### src/hdl/msog_pkg.sv
// Shared types, constants and helper functions for the matrix scan order generator.
// No dependencies; imported by matrix_scan_order_generator_top.
package msog_pkg;

  // Largest grid side supported
  localparam int MAX_SIDE = 64;

  // Field widths
  localparam int SIDE_W  = 7;
  localparam int ROW_W   = 6;
  localparam int ORDER_W = 13;
  localparam int DIR_W   = 2;
  localparam int IDX_W   = 2;

  // Configuration register indexes
  localparam logic [IDX_W-1:0] CFG_IDX_SIDE = 2'd0;
  localparam logic [IDX_W-1:0] CFG_IDX_MODE = 2'd1;

  // Reset side length
  localparam logic [SIDE_W-1:0] SIDE_RESET = 7'd8;

  typedef enum logic [1:0] {
    MODE_COLUMN     = 2'd0,
    MODE_SERPENTINE = 2'd1,
    MODE_ZIGZAG     = 2'd2,
    MODE_SPIRAL     = 2'd3
  } scan_mode_t;

  // Spiral walking directions
  typedef enum logic [DIR_W-1:0] {
    DIR_DOWN  = 2'd0,
    DIR_RIGHT = 2'd1,
    DIR_UP    = 2'd2,
    DIR_LEFT  = 2'd3
  } spiral_dir_t;

  // Diagonal walking directions for the zigzag
  localparam logic [DIR_W-1:0] DIAG_UP_LEFT    = 2'd0;
  localparam logic [DIR_W-1:0] DIAG_DOWN_RIGHT = 2'd1;

  typedef struct packed {
    logic [ROW_W-1:0]   row;
    logic [ROW_W-1:0]   col;
    logic [ORDER_W-1:0] count;
    logic [DIR_W-1:0]   dir;
    logic [ROW_W-1:0]   top;
    logic [ROW_W-1:0]   bottom;
    logic [ROW_W-1:0]   left;
    logic [ROW_W-1:0]   right;
  } scan_state_t;

  // Force a written side into 1..MAX_SIDE
  function automatic logic [SIDE_W-1:0] clamp_side(logic [SIDE_W-1:0] v);
    logic [SIDE_W-1:0] res;
    if (v == '0) begin
      res = SIDE_W'(1);
    end else if (int'(v) > MAX_SIDE) begin
      res = SIDE_W'(MAX_SIDE);
    end else begin
      res = v;
    end
    return res;
  endfunction

  // State at the first cell of a scan
  function automatic scan_state_t start_state(logic [SIDE_W-1:0] side, scan_mode_t mode);
    scan_state_t s;
    logic [SIDE_W-1:0] last_idx;
    last_idx = side - SIDE_W'(1);
    s.count  = '0;
    s.dir    = '0;
    s.top    = '0;
    s.bottom = last_idx[ROW_W-1:0];
    s.left   = '0;
    s.right  = last_idx[ROW_W-1:0];
    s.col    = '0;
    s.row    = (mode == MODE_ZIGZAG) ? last_idx[ROW_W-1:0] : '0;
    return s;
  endfunction

endpackage

### src/hdl/matrix_scan_order_generator_top.sv
// Top level of the matrix scan order generator: scan state, step logic and output register.
// Depends on msog_pkg for widths, codes and the scan state type.

// The block emits one grid cell per accepted input transfer, one transfer per clock:
// the next cell is worked out by a single level of compare and increment logic between
// the scan state registers and the output register, so an item enters every cycle
// while the output side keeps up. The result appears in the cycle after its input
// transfer. A set restart bit emits the first cell of the scan; after the cell with
// tlast set the scan wraps to its first cell. Writing either configuration register
// (side, scan mode) also restarts the scan; a side of 0 is taken as 1 and one above 64
// as 64. The order is 1-based and equals side * side on the last cell.
module matrix_scan_order_generator_top
  import msog_pkg::*;
(
  input  logic                 clk,
  input  logic                 rst_n,
  // configuration write port
  input  logic                 cfg_wr_en,
  input  logic [IDX_W-1:0]     cfg_index,
  input  logic [SIDE_W-1:0]    cfg_data,
  // input stream
  input  logic                 in_tvalid,
  output logic                 in_tready,
  input  logic [7:0]           in_tdata,   // [0] restart, [7:1] zero
  // result stream
  output logic                 out_tvalid,
  input  logic                 out_tready,
  output logic [31:0]          out_tdata,  // [5:0] row, [11:6] col, [24:12] order, [31:25] zero
  output logic                 out_tlast   // last cell of the scan
);

  logic [SIDE_W-1:0]  side_r, side_nxt;
  scan_mode_t         mode_r, mode_nxt;
  scan_state_t        st_r, st_nxt;
  logic               out_valid_r, out_valid_nxt;
  logic [ROW_W-1:0]   out_row_r, out_row_nxt;
  logic [ROW_W-1:0]   out_col_r, out_col_nxt;
  logic [ORDER_W-1:0] out_order_r, out_order_nxt;
  logic               out_last_r, out_last_nxt;

  logic               in_acc;
  logic               restart;
  scan_state_t        cur;
  scan_state_t        adv;
  logic [ROW_W-1:0]   last_idx;
  logic [ORDER_W-1:0] total;
  logic [ORDER_W-1:0] order;
  logic               is_last;

  // zigzag diagonal arithmetic, two bits wider than a coordinate
  logic signed [ROW_W+1:0] diag;
  logic signed [ROW_W+1:0] diag_m1;
  logic signed [ROW_W+1:0] side_m1;
  logic signed [ROW_W+1:0] diag_tmp;

  assign in_tready = !out_valid_r || out_tready;
  assign in_acc    = in_tvalid && in_tready;
  assign restart   = in_tdata[0];

  assign last_idx = ROW_W'(side_r - SIDE_W'(1));
  assign total    = ORDER_W'(side_r) * ORDER_W'(side_r);

  // Pick the state the step starts from and form its result
  always_comb begin
    cur     = restart ? start_state(side_r, mode_r) : st_r;
    order   = cur.count + ORDER_W'(1);
    is_last = (order >= total);
  end

  // Advance to the next cell of the current mode
  always_comb begin
    adv       = cur;
    adv.count = order;
    diag      = $signed({2'b00, cur.row}) - $signed({2'b00, cur.col});
    diag_m1   = diag - 8'sd1;
    side_m1   = $signed({1'b0, side_r}) - 8'sd1;
    diag_tmp  = '0;
    case (mode_r)
      MODE_COLUMN: begin
        if (cur.row < last_idx) begin
          adv.row = cur.row + ROW_W'(1);
        end else begin
          adv.row = '0;
          adv.col = cur.col + ROW_W'(1);
        end
      end
      MODE_SERPENTINE: begin
        if (!cur.col[0]) begin
          if (cur.row < last_idx) adv.row = cur.row + ROW_W'(1);
          else                    adv.col = cur.col + ROW_W'(1);
        end else begin
          if (cur.row > '0) adv.row = cur.row - ROW_W'(1);
          else              adv.col = cur.col + ROW_W'(1);
        end
      end
      MODE_ZIGZAG: begin
        if (cur.dir == DIAG_UP_LEFT) begin
          if (cur.row > '0 && cur.col > '0) begin
            adv.row = cur.row - ROW_W'(1);
            adv.col = cur.col - ROW_W'(1);
          end else begin
            // enter the next diagonal at its upper-left end
            adv.dir = DIAG_DOWN_RIGHT;
            if (!diag_m1[ROW_W+1]) begin
              adv.row = diag_m1[ROW_W-1:0];
              adv.col = '0;
            end else begin
              diag_tmp = -diag_m1;
              adv.row  = '0;
              adv.col  = diag_tmp[ROW_W-1:0];
            end
          end
        end else begin
          if (cur.row < last_idx && cur.col < last_idx) begin
            adv.row = cur.row + ROW_W'(1);
            adv.col = cur.col + ROW_W'(1);
          end else begin
            // enter the next diagonal at its lower-right end
            adv.dir = DIAG_UP_LEFT;
            if (!diag_m1[ROW_W+1]) begin
              diag_tmp = side_m1 - diag_m1;
              adv.row  = last_idx;
              adv.col  = diag_tmp[ROW_W-1:0];
            end else begin
              diag_tmp = side_m1 + diag_m1;
              adv.row  = diag_tmp[ROW_W-1:0];
              adv.col  = last_idx;
            end
          end
        end
      end
      default: begin
        case (spiral_dir_t'(cur.dir))
          DIR_DOWN: begin
            if (cur.row < cur.bottom) begin
              adv.row = cur.row + ROW_W'(1);
            end else begin
              adv.left = cur.left + ROW_W'(1);
              adv.dir  = DIR_RIGHT;
              adv.col  = cur.left + ROW_W'(1);
            end
          end
          DIR_RIGHT: begin
            if (cur.col < cur.right) begin
              adv.col = cur.col + ROW_W'(1);
            end else begin
              adv.bottom = cur.bottom - ROW_W'(1);
              adv.dir    = DIR_UP;
              adv.row    = cur.bottom - ROW_W'(1);
            end
          end
          DIR_UP: begin
            if (cur.row > cur.top) begin
              adv.row = cur.row - ROW_W'(1);
            end else begin
              adv.right = cur.right - ROW_W'(1);
              adv.dir   = DIR_LEFT;
              adv.col   = cur.right - ROW_W'(1);
            end
          end
          default: begin
            if (cur.col > cur.left) begin
              adv.col = cur.col - ROW_W'(1);
            end else begin
              adv.top = cur.top + ROW_W'(1);
              adv.dir = DIR_DOWN;
              adv.row = cur.top + ROW_W'(1);
            end
          end
        endcase
      end
    endcase
  end

  // Next values of configuration, scan state and output register
  always_comb begin
    side_nxt      = side_r;
    mode_nxt      = mode_r;
    st_nxt        = st_r;
    out_valid_nxt = out_valid_r;
    out_row_nxt   = out_row_r;
    out_col_nxt   = out_col_r;
    out_order_nxt = out_order_r;
    out_last_nxt  = out_last_r;

    // drop the result once it is taken, load a new one on an input transfer
    if (out_tready) out_valid_nxt = 1'b0;
    if (in_acc) begin
      out_valid_nxt = 1'b1;
      out_row_nxt   = cur.row;
      out_col_nxt   = cur.col;
      out_order_nxt = order;
      out_last_nxt  = is_last;
      st_nxt        = is_last ? start_state(side_r, mode_r) : adv;
    end

    // a write to the side or mode register restarts the scan under the new setting
    if (cfg_wr_en) begin
      if (cfg_index == CFG_IDX_SIDE) begin
        side_nxt = clamp_side(cfg_data);
        st_nxt   = start_state(clamp_side(cfg_data), mode_r);
      end else if (cfg_index == CFG_IDX_MODE) begin
        mode_nxt = scan_mode_t'(cfg_data[1:0]);
        st_nxt   = start_state(side_r, scan_mode_t'(cfg_data[1:0]));
      end
    end
  end

  always_ff @(posedge clk) begin
    if (!rst_n) begin
      side_r      <= SIDE_RESET;
      mode_r      <= MODE_COLUMN;
      st_r        <= start_state(SIDE_RESET, MODE_COLUMN);
      out_valid_r <= 1'b0;
    end else begin
      side_r      <= side_nxt;
      mode_r      <= mode_nxt;
      st_r        <= st_nxt;
      out_valid_r <= out_valid_nxt;
    end
  end

  // Output payload holds without reset
  always_ff @(posedge clk) begin
    out_row_r   <= out_row_nxt;
    out_col_r   <= out_col_nxt;
    out_order_r <= out_order_nxt;
    out_last_r  <= out_last_nxt;
  end

  assign out_tvalid = out_valid_r;
  assign out_tdata  = {7'b0, out_order_r, out_col_r, out_row_r};
  assign out_tlast  = out_last_r;

  // The scan position always lies inside the grid
  a_pos_in_grid: assert property (@(posedge clk) disable iff (!rst_n)
    (st_r.row < last_idx + ROW_W'(1) || side_r == SIDE_W'(MAX_SIDE))
    && (st_r.col < last_idx + ROW_W'(1) || side_r == SIDE_W'(MAX_SIDE)))
    else $error("scan position outside the grid");

  // Cells emitted so far stay below the cell count
  a_count_bound: assert property (@(posedge clk) disable iff (!rst_n)
    st_r.count < total)
    else $error("scan count reached the cell count");

  // A restart transfer yields order 1 in the next cycle
  a_restart_order: assert property (@(posedge clk) disable iff (!rst_n)
    in_acc && restart |=> out_valid_r && out_order_r == ORDER_W'(1))
    else $error("restart did not emit the first cell");

  // A transfer on a single-cell grid is always the last cell
  a_single_cell: assert property (@(posedge clk) disable iff (!rst_n)
    in_acc && side_r == SIDE_W'(1) && !cfg_wr_en |=> out_last_r)
    else $error("single-cell grid result not marked last");

endmodule
### config.mk
export PLATFORM = sky130hd
export DESIGN_NAME = matrix_scan_order_generator_top
export DESIGN_NICKNAME = d
export VERILOG_FILES = /design/src/hdl/msog_pkg.sv /design/src/hdl/matrix_scan_order_generator_top.sv
export SDC_FILE = /design/constraint.sdc
export NUM_CORES = 1
export LEC_CHECK = 0
export ABC_AREA = 0
export BUFFER_PORTS_ARGS = -buffer_cell sky130_fd_sc_hd__buf_4
export CORE_MARGIN = 1.5
export CORE_UTILIZATION = 50
export CTS_BUF_LIST = sky130_fd_sc_hd__clkbuf_16
export CTS_CLUSTER_DIAMETER = 40
export DETAILED_ROUTE_END_ITERATION = 16
export MAX_ROUTING_LAYER = met4
export PLACE_DENSITY_LB_ADDON = 0.3
export SETUP_SLACK_MARGIN = 0.1
export SLEW_MARGIN = 10
export SYNTH_ARGS = -nofsm -noshare
export SYNTH_HDL_FRONTEND = slang
export SYNTH_SLANG_ARGS = --single-unit
### constraint.sdc
create_clock -name clk -period 5.9 [get_ports clk]
set_input_delay 0.885 -clock clk [delete_from_list [all_inputs] [get_ports clk]]
set_output_delay 0.885 -clock clk [all_outputs]
set_load 0.01 [all_outputs]
==> impl_results.md <==
- Outcome: complete, no violations
- Depth of the worst register-to-register path: 23
- Endpoint arrival time on the critical path: 6170 ps
- Clock transition at path regs: 80 ps
- Count of endpoints failing hold in the final timing report: 0
- P_int: 1.268 mW
- Portion of the post-synthesis area used by sequential elements: 20.08%
- Number of global-route vias before repair: 9584
- Maximum number of pins on one net before global-route repair: 45
- First-iteration detailed-routing DRC count: 1302
- Routed via count: 10570
- Reg-to-reg startpoint: side_r[1]$_SDFFE_PN0P_
- Reg2Reg Capture Point: st_r[44]$_SDFF_PN0_
- Number of buffers on the longest clock path: 2
- Slew margin rel.: 40.58%
- Highest-count cells in the layout ignoring fill and taps: sky130_fd_sc_hd__buf_4, sky130_fd_sc_hd__nand2_1, sky130_fd_sc_hd__nor2_1
- Share of async-settable or async-resettable flops after synthesis: 0%
- N_diodes: 0
- Worst setup path endpoint: st_r[44]$_SDFF_PN0_
- Total DRC errors in the routed layout: 0
- Overall die width: 144.2 um
- Endpoints failing setup: 0
- Shortest clock period the worst path allows after layout: 5865 ps
- DPL Wire Length: 25.16 mm
- Power after layout: 2.076 mW
- Drt first pass iters: 7
- # H-tree levels: 3
- Fmax: 0.1705 GHz
- Source-to-sink clock delay at the later pin of the worst-skew pair: 360 ps
- I/O pins: 57
- Cell Area, Synth: 0.009968 sq mm
- Origin of the worst setup path: side_r[1]$_SDFFE_PN0P_
- Total clock sinks: 87
- Clock tree from TritonCTS: built
- Cell type contributing the most total cell area after synthesis: sky130_fd_sc_hd__ha_1
- Sequential group share of total power: 31.5%
- Leading cell type in the layout, fill and taps excluded: sky130_fd_sc_hd__buf_4
- Power density of the placed cells: 176.1 mW/mm^2
- Top flip-flop cell by instance count after synthesis: sky130_fd_sc_hd__dfxtp_1
- CTS buffer count: 9
- Logic gate share of total power: 40.7%
- Part of the power in the clock network: 27.8%
- Maximum vdd drop: 0.1446 mV
- Lkg Pwr: 4.867 nW
- Sw Share: 38.94%
- Final estimated routing congestion in global placement: 0.9992
- Standard-cell row count: 51
- P_sw: 0.8084 mW
- Slew Limit Fails: 0
- Average footprint of a synthesized cell: 7.751 sq um
- Number of max-cap violations: 0
- Portion of the clock cycle consumed by the worst path in the final layout: 99.40%
- Total Die Area: 0.02079 sq mm
- First-pass GRT wire length: 52.06 mm
- Final net count: 1510
- Number of port buffers: 42
- Placeable Area: 0.01953 sq mm
- Fin Clk Skew: 13.64 ps
- Antenna violations before repair: 0
- Setup repair after global routing missed its margin: true
- Number of enable flip-flop cells after synthesis: 26
- Flops & latches, synth: 87
- Post-DR wirelength/cell: 20.69 um
- Setup crit start kind: flip-flop
- Share of layout cells above drive strength 1: 18.31%
- Register-to-register setup slack: 40 ps
- Clock root buffer: sky130_fd_sc_hd__clkbuf_16
- Maximum net fanout on the critical path: 6
- Effective utilization at floorplan: 51.05%
- Number of nets still failing antenna checks after routing: 0
- Critical Path End Type: flip-flop
- Kind of path behind the tightest hold check: flip-flop to flip-flop
- Die boundary height: 144.2 um
- Relative area change from synthesis to final layout: 18.28%
- Average vias per placed instance: 6.439
- Setup CP Type: flip-flop to flip-flop
- Leading post-synthesis cells by cell area: sky130_fd_sc_hd__ha_1, sky130_fd_sc_hd__dfxtp_1, sky130_fd_sc_hd__edfxtp_1
- Number of warnings printed during yosys synthesis: 0
- Cells after synthesis: 1286
- Post-layout util: 60.38%
- Area share of the largest cell type after synthesis: 12.55%
- CP required: 6210 ps
- Measured slew at the worst slew-check pin: 881.7 ps
- Residual overflow from global routing: 0
- Total routing usage reported by global routing: 33.45%
- Total Wirelength: 33.95 mm
- Yosys cell types: 90
repair_timing:
action,4_1_cts,5_1_grt
endpoints found under the setup margin,35,49
gates cloned,1,1
setup buffers,8,6
resized for setup,41,56
pin swaps,14,33
hold buffers,0,0
cell families (layout without fill, tap and decap cells):
group                    after synthesis  in the layout  share of synthesized area [%]
AO/OA/AOI/OAI                        377            377                          25.29
XOR/XNOR                              86             86                          7.820
adder cells (fa/ha/maj)              117            117                          15.97
buffers and inverters                138            221                          5.962
flip-flops                            87             87                          20.08
multiplexers                          20             20                          2.021
other                                  1              7                        0.03762
AND/OR/NAND/NOR                      460            461                          22.82
final cells by class:
class	count	area, sq um
clock buffer	9	225.2
clock inverter	7	62.56
fill	1745	7736
inverter	65	252.7
multi-input combinational	1068	7772
sequential	87	2012
tap	265	331.6
timing repair buffer	140	1134
routing by layer:
layer / wire (um) / GRT usage, % / vias up
li1: - / - / 4876
met1: 14410 / 44.54 / 4944
met2: 14640 / 49.41 / 652
met3: 3815 / 8.543 / 94
met4: 1085 / 10.90 / 0
met5: 0 / - / -
synth_stat cells, drive strengths merged, types with 11 or more instances:
cell type and n:
a21o 11, ha 100, nor2b 24, a31oi 11, edfxtp 26, o211ai 15
buf 29, a211oi 14, nor3 38, nor3b 12, nand3 56, inv 61
nand2 120, mux2i 19, o21ai 84, nor2 109, a22oi 15, xor2 33
o22ai 18, o21a 13, a21oi 99, nand3b 12, nor4 11, clkbuf 44
fa 17, xnor2 53, and2 13, nand4 13, nand2b 16, dfxtp 61
state kept, by name (all words and copies together), names as in the netlist:
signal and count:
out_tvalid 1, out_order_r 13, out_col_r 6, out_tlast 1, mode_r 2, side_r 7
out_row_r 6, st_r 51
worst min-delay path by stage:
stage,startpoint,to,slack [ps],depth (start not counted)
3_5_place_dp,st_r[38]$_SDFF_PN0_,st_r[38]$_SDFF_PN0_,460,2
5_1_grt,st_r[38]$_SDFF_PN0_,st_r[38]$_SDFF_PN0_,490,2
3_3_place_gp,mode_r[0]$_SDFFE_PN0P_,mode_r[0]$_SDFFE_PN0P_,450,2
2_1_floorplan,st_r[38]$_SDFF_PN0_,st_r[38]$_SDFF_PN0_,440,2
6_report,st_r[38]$_SDFF_PN0_,st_r[38]$_SDFF_PN0_,470,2
4_1_cts,st_r[38]$_SDFF_PN0_,st_r[38]$_SDFF_PN0_,470,2
worst max-delay path, cell delays in order (launching register included):
cell and delay [ps]:
sky130_fd_sc_hd__dfxtp_4 370, sky130_fd_sc_hd__nand2_4 60, sky130_fd_sc_hd__fa_1 500, sky130_fd_sc_hd__fa_1 540
sky130_fd_sc_hd__inv_1 50, sky130_fd_sc_hd__fa_1 550, sky130_fd_sc_hd__inv_2 40, sky130_fd_sc_hd__fa_1 520
sky130_fd_sc_hd__inv_2 50, sky130_fd_sc_hd__ha_4 240, sky130_fd_sc_hd__o21a_1 110, sky130_fd_sc_hd__o21a_1 170
sky130_fd_sc_hd__or2_2 290, sky130_fd_sc_hd__ha_1 300, sky130_fd_sc_hd__nor2b_1 170, sky130_fd_sc_hd__a2111oi_2 260
sky130_fd_sc_hd__nor3b_2 120, sky130_fd_sc_hd__o41ai_4 300, sky130_fd_sc_hd__buf_6 210, sky130_fd_sc_hd__buf_4 140
sky130_fd_sc_hd__nand3_1 180, sky130_fd_sc_hd__nor4_2 300, sky130_fd_sc_hd__buf_4 170, sky130_fd_sc_hd__a32o_1 130
power groups by stage:
stage / Combinational (mW) / Clock [mW] / Sequential [mW]
final: 0.845 / 0.577 / 0.654
after global routing: 0.905 / 0.602 / 0.656
after CTS: 0.792 / 0.578 / 0.653
after detailed placement: 0.763 / 0 / 0.667
after global placement: 0.754 / 0 / 0.666
after floorplan: 0.533 / 0 / 0.669
per-stage QoR:
step                TNS (ps)  area [sq um]  setup WS [ps]  std cells  hold slack, ps
global route           -3360         11790         -220.8       1641           493.1
finish                     0         11790          35.39       1641           468.4
global placement       -2548         10970         -362.5       1609           450.1
floorplan                  0         10070          111.8       1292           443.7
detailed placement     -4992         10970         -359.4       1609           459.1
CTS                        0         11520          66.13       1634           468.9
No activity file was read; power rests on OpenSTA's default activity.
